## config.mk

```make
export PLATFORM = sky130hd
export DESIGN_NAME = html_entity_unescape_top
export DESIGN_NICKNAME = d
export VERILOG_FILES = /design/src/hw/rtl/heu_pkg.sv /design/src/hw/rtl/html_entity_unescape_top.sv
export SDC_FILE = /design/constraint.sdc
export NUM_CORES = 1
export LEC_CHECK = 0
export ABC_AREA = 1
export BUFFER_PORTS_ARGS = -buffer_cell sky130_fd_sc_hd__clkbuf_2
export CORE_UTILIZATION = 60
export DETAILED_ROUTE_END_ITERATION = 10
export GPL_TIMING_DRIVEN = 0
export HOLD_SLACK_MARGIN = 0.15
export PLACE_DENSITY = 0.88
export SYNTH_ARGS = -nofsm -noshare
export SYNTH_HDL_FRONTEND = slang
export SYNTH_SLANG_ARGS = --single-unit
```

## constraint.sdc

```tcl
create_clock -name clk -period 10.11 [get_ports clk]
set_clock_uncertainty 0.1 [all_clocks]
set_input_delay 1.011 -clock clk [delete_from_list [all_inputs] [get_ports clk]]
set_output_delay 1.011 -clock clk [all_outputs]
set_load 0.01 [all_outputs]
```

## src/hw/rtl/heu_pkg.sv

```systemverilog
package heu_pkg;

  localparam int HOLD_DEPTH  = 5;
  localparam int ENT_COUNT   = 5;
  localparam int ENT_MAX_LEN = 6;
  localparam int BURST_DEPTH = HOLD_DEPTH + 1;

  localparam logic [7:0] AMP_CHAR = 8'h26;

  typedef struct packed {
    logic [7:0] in_byte;
    logic       string_end;
  } in_t;

  typedef struct packed {
    logic [7:0] out_byte;
    logic       run_last;
    logic       out_string_end;
  } out_t;

  // Entity spellings, padded with zero bytes past their length.
  localparam logic [7:0] ENT_TEXT [ENT_COUNT][ENT_MAX_LEN] = '{
    '{8'h26, 8'h61, 8'h6d, 8'h70, 8'h3b, 8'h00},  // &amp;
    '{8'h26, 8'h6c, 8'h74, 8'h3b, 8'h00, 8'h00},  // &lt;
    '{8'h26, 8'h67, 8'h74, 8'h3b, 8'h00, 8'h00},  // &gt;
    '{8'h26, 8'h71, 8'h75, 8'h6f, 8'h74, 8'h3b},  // &quot;
    '{8'h26, 8'h61, 8'h70, 8'h6f, 8'h73, 8'h3b}   // &apos;
  };

  localparam logic [3:0] ENT_LEN [ENT_COUNT] = '{4'd5, 4'd4, 4'd4, 4'd6, 4'd6};

  localparam logic [7:0] ENT_VALUE [ENT_COUNT] = '{8'h26, 8'h3c, 8'h3e, 8'h22, 8'h27};

endpackage

```

## src/hw/rtl/html_entity_unescape_top.sv

```systemverilog
// Results are registered: an item passes from the input register into the burst
//   register, which drives the output; a busy burst register can hold it between them.
// Throughput: one byte per cycle while each item yields at most one result and results
//   are taken; a release of held bytes holds the single output register, stalling result items.
// Reset (rst, synchronous): clears valid flags and the held count; byte storage is not cleared.
module html_entity_unescape_top (
  input  logic          clk,
  input  logic          rst,
  input  logic          item_valid,
  output logic          item_ready,
  input  heu_pkg::in_t  item,
  output logic          result_valid,
  input  logic          result_ready,
  output heu_pkg::out_t result
);

  // Input register: one transaction waiting for evaluation.
  logic          iv;
  heu_pkg::in_t  iq;

  // Partial entity held back between items.
  logic [7:0] held [heu_pkg::HOLD_DEPTH];
  logic [2:0] held_count;

  // Burst register: results of one evaluated item, sent one per cycle while result_ready is high.
  logic       bv;
  logic [7:0] burst [heu_pkg::BURST_DEPTH];
  logic [2:0] burst_count;
  logic [2:0] burst_idx;
  logic       burst_end;

  // Evaluation of the item in the input register against the held bytes.
  logic [7:0] cand      [heu_pkg::BURST_DEPTH];
  logic [7:0] load_byte [heu_pkg::BURST_DEPTH];
  logic [heu_pkg::ENT_COUNT-1:0] ent_full;
  logic [heu_pkg::ENT_COUNT-1:0] ent_part;
  logic [7:0] full_value;
  logic [3:0] cand_len;
  logic [2:0] nres;
  logic [2:0] count_next;
  logic       hold_write;
  logic [2:0] hold_pos;
  logic       any_full;
  logic       any_part;
  logic       buf_free;
  logic       eval_go;
  logic       out_fire;
  logic       out_last;

  always_comb begin
    logic mismatch;
    cand_len = {1'b0, held_count} + 4'd1;
    // Candidate is the held bytes with the new byte placed right after them.
    for (int i = 0; i < heu_pkg::BURST_DEPTH; i++) begin
      if (i < heu_pkg::HOLD_DEPTH && i[2:0] != held_count) begin
        cand[i] = held[i];
      end else begin
        cand[i] = iq.in_byte;
      end
    end
    full_value = '0;
    for (int e = 0; e < heu_pkg::ENT_COUNT; e++) begin
      mismatch = 1'b0;
      for (int k = 0; k < heu_pkg::ENT_MAX_LEN; k++) begin
        if (k[2:0] <= held_count && cand[k] != heu_pkg::ENT_TEXT[e][k]) begin
          mismatch = 1'b1;
        end
      end
      ent_full[e] = !mismatch && cand_len == heu_pkg::ENT_LEN[e];
      ent_part[e] = !mismatch && cand_len <  heu_pkg::ENT_LEN[e];
      if (ent_full[e]) begin
        full_value = heu_pkg::ENT_VALUE[e];
      end
    end
    any_full = |ent_full;
    any_part = |ent_part && held_count < 3'(heu_pkg::HOLD_DEPTH);

    for (int i = 0; i < heu_pkg::BURST_DEPTH; i++) begin
      load_byte[i] = cand[i];
    end
    hold_write = 1'b0;
    hold_pos   = held_count;
    count_next = '0;
    if (any_full) begin
      // Entity complete: emit its character, drop the held bytes.
      load_byte[0] = full_value;
      nres         = 3'd1;
    end else if (any_part) begin
      if (!iq.string_end) begin
        // Still a prefix: hold the byte, emit nothing.
        nres       = '0;
        hold_write = 1'b1;
        count_next = held_count + 3'd1;
      end else begin
        // String ends mid-match: flush everything raw.
        nres = held_count + 3'd1;
      end
    end else if (iq.in_byte == heu_pkg::AMP_CHAR && !iq.string_end) begin
      // Match broken by a new '&': release held bytes, start over with it.
      nres       = held_count;
      hold_write = 1'b1;
      hold_pos   = '0;
      count_next = 3'd1;
    end else begin
      nres = held_count + 3'd1;
    end
  end

  assign out_last     = burst_idx == burst_count - 3'd1;
  assign out_fire     = bv && result_ready;
  assign buf_free     = !bv || (result_ready && out_last);
  assign eval_go      = iv && (nres == '0 || buf_free);
  assign item_ready   = !iv || eval_go;
  assign result_valid = bv;

  always_comb begin
    result.out_byte       = burst[burst_idx];
    result.run_last       = out_last;
    result.out_string_end = out_last && burst_end;
  end

  // Control state.
  always_ff @(posedge clk) begin
    if (rst) begin
      iv          <= 1'b0;
      bv          <= 1'b0;
      held_count  <= '0;
      burst_idx   <= '0;
      burst_count <= '0;
    end else begin
      if (item_ready) begin
        iv <= item_valid;
      end
      if (eval_go) begin
        held_count <= count_next;
      end
      // Load a new burst, else advance or drop the current one.
      if (eval_go && nres != '0) begin
        bv          <= 1'b1;
        burst_idx   <= '0;
        burst_count <= nres;
      end else if (out_fire) begin
        if (out_last) begin
          bv <= 1'b0;
        end else begin
          burst_idx <= burst_idx + 3'd1;
        end
      end
    end
  end

  // Payload registers: no reset needed.
  always_ff @(posedge clk) begin
    if (item_valid && item_ready) begin
      iq <= item;
    end
    if (eval_go && hold_write) begin
      for (int i = 0; i < heu_pkg::HOLD_DEPTH; i++) begin
        if (i[2:0] == hold_pos) begin
          held[i] <= iq.in_byte;
        end
      end
    end
    if (eval_go && nres != '0) begin
      for (int i = 0; i < heu_pkg::BURST_DEPTH; i++) begin
        burst[i] <= load_byte[i];
      end
      burst_end <= iq.string_end;
    end
  end

`ifndef SYNTHESIS
  a_held_bound: assert property (@(posedge clk) disable iff (rst)
    held_count <= 3'(heu_pkg::HOLD_DEPTH))
    else $error("held count exceeds hold depth");

  a_burst_idx: assert property (@(posedge clk) disable iff (rst)
    bv |-> (burst_count != '0 && burst_idx < burst_count))
    else $error("burst index outside burst");

  a_end_clears: assert property (@(posedge clk) disable iff (rst)
    (eval_go && iq.string_end) |=> held_count == '0)
    else $error("string end left bytes held");

  a_end_emits: assert property (@(posedge clk) disable iff (rst)
    (eval_go && iq.string_end) |-> nres != '0)
    else $error("string end produced no result");
`endif

endmodule

```

==> flow_summary.ini <==
[logic_synthesis]
synth_edf_count = 98
synth_area_per_cell_um2 = 8.50
synthArstFlopShare = 0
syn_nets = 716
ys.flop_type = edfxtp_1
synth.distinct_cells = 36
ys_seq_elements = 112
ys_seq_area_frac = 0.546
yosysWarnings = 0
syn_inst = 695
syn_area_um2 = 5910

[grt]
grt_antenna_before_repair = 0
grt_max_degree = 50
grt_usage = 0.308
grt_overflow_total = 0
grt_pass1_wl_um = 22800
grt_pass1_vias = 4431

[drt]
drt_wl_total_um = 14900
drt_pass1_iterations = 5
num_vias = 4789
route.detailed.drc = 0
wl_per_cell_um = 17.2
antenna_left = 0
via_per_inst = 5.54
drtIter0Drc = 438

[pwr]
power-per-cell-area_nw_per_um2 = 192
p_leak_nw = 2.85
peakVddDrop_mv = 0.100

[timing]
hold_viol_final = 0
maxSlewHeadroom = 0.367
timing.hold.ws_ns = 0.409
finalMaxSlewViolations = 0
finalCritPeriodShare = 0.533
timing.fmax_ghz = 0.186
setup_tns_ns = 0
rsz0062_at_grt = no
fin_crit_ns = 5.39
worst_pin_slew_ns = 0.947
finalSetupViolCount = 0
setup_slack_ns = 4.72

[setup_path]
critPathArrivalTime_ns = 4.28
critPathLaunchType = flop
crit_slowest_cell = dfxtp_1
rrSetupSlack_ns = 5.03
worstSetupPathType = reg -> out
end_kind = output port
cp_common_cell = nand2_1
crit_fanout = 10
critPathMaxStageDelay_ns = 0.49
critPathRequiredTime_ns = 9.00

[floorplan]
pin_count = 25
die_h_um = 101
dieWidth_um = 101
initial_utilization = 0.630
die_area_um2 = 10200
core_area_um2 = 9370
rows = 35

[clocking]
clk_path_buf_depth = 2
clk_latency_ns = 0.38
numCtsBuffers = 9
clkTransAtPathRegs_ns = 0.12
cts_tree = done
cts.sinks = 112
postCtsSetupRepairBufs = 0
cts-root-buf = clkbuf_8
hold_buffers = 0
h-tree-depth = 3
cts_resized = 0

[run_status]
status = completed

[placed_design]
postPlaceCellArea_um2 = 6190
dp_slack_ns = 5.20
io_buffer_count = 24
gp_congestion = 1.02
hpwl_um = 11100

[layout]
drive_gt1_frac = 0.110
area_growth_pct = 8.13
fin_util = 0.682
regArea_um2 = 3220
finalNetCount = 751
num_antenna_cells = 0
fillers = 818
multi_input_area_um2 = 2230
design_area_um2 = 6390

[job]
maxCapViolCount = 0

[worst_hold_path]
min_path_type = reg -> reg
==> sequential cells by signal, summed over array words and instances (netlist names), named ones only <==
register,count
burst_end,1
iq,1
held,40
burst_idx,3
burst_count,3
burst,48
iv,1
held_count,3
cand,8
result_valid,1
==> cells in the mapped netlist, types with 9 or more instances <==
cell	n	area [um2]
nand2_2	10	62.6
o22ai_1	9	56.3
nand3_1	49	245
edfxtp_1	98	2940
dfxtp_1	14	280
a21oi_1	18	90.1
o21ai_0	17	85.1
nand4_1	9	56.3
nand2_1	246	923
inv_1	81	304
nor2_1	71	267
==> worst max-delay path, delay by kind of cell (launching register included) <==
kind	cells	cell delay, ns
fa+ha+maj	1	0.26
flops	1	0.49
simple gates	18	1.92
buf+inv	6	1.20
==> path summary, 6_finish.rpt <==
| kind | start | to | cells past startpoint |
|---|---|---|---|
| worst max register to register | held_count[0] | held[0][20] | 26 |
| worst min register to register | burst_count[2] | burst_count[2] | 2 |
| worst max-delay path | held_count[0] | item_ready | 25 |
| worst min-delay path | burst_count[2] | burst_count[2] | 2 |
==> final cells by class <==
| class | count | share of cell area |
|---|---|---|
| timing repair buffer | 24 | 0.0188 |
| multi-input combinational | 476 | 0.349 |
| clock inverter | 5 | 0.00725 |
| clock buffer | 11 | 0.0239 |
| buffer | 23 | 0.0223 |
| inverter | 84 | 0.0494 |
| sequential | 112 | 0.505 |
| tap | 129 | 0.0253 |
==> power breakdown <==
group	leakage [nW]	switching [mW]	total, mW	internal, mW
logic	1.73	0.253	0.365	0.112
registers	1.02	0.0290	0.600	0.571
clock network	0.103	0.155	0.265	0.109
total	2.85	0.437	1.23	0.792
==> placed cells by master, fill, tap and decap left out, drive strengths merged, types with 9 or more instances in the layout <==
master  instances
a21oi          19
buf            15
clkbuf         43
dfxtp          14
edfxtp         98
inv            86
nand2         258
nand3          53
nand4           9
nor2           76
o21ai          20
o22ai           9
==> layer usage <==
metal  global-route usage  vias up  part of all wire
met2                0.505      219              0.46
li1                     -     2337                 -
met4                0.109        0             0.024
met1                0.410     2199              0.42
met3               0.0614       34             0.096
met5                    0        -                 0
==> stage by stage <==
stage | cells | total power, mW
6_report | 864 | 1.23
5_1_grt | 864 | 1.29
4_1_cts | 864 | 1.23
3_5_place_dp | 848 | 0.967
3_3_place_gp | 848 | 0.956
2_1_floorplan | 695 | 0.861
==> kinds of logic (layout without fill, tap and decap cells) <==
group,Yosys count,after routing,synth area share
adder cells (fa/ha/maj),8,8,0.0169
XOR/XNOR,5,5,0.00741
AO/OA/AOI/OAI,60,60,0.0642
AND/OR/NAND/NOR,403,403,0.288
buffers and inverters,107,147,0.0775
flip-flops,112,112,0.546
Note: power is estimated with default switching activity, not from simulation.
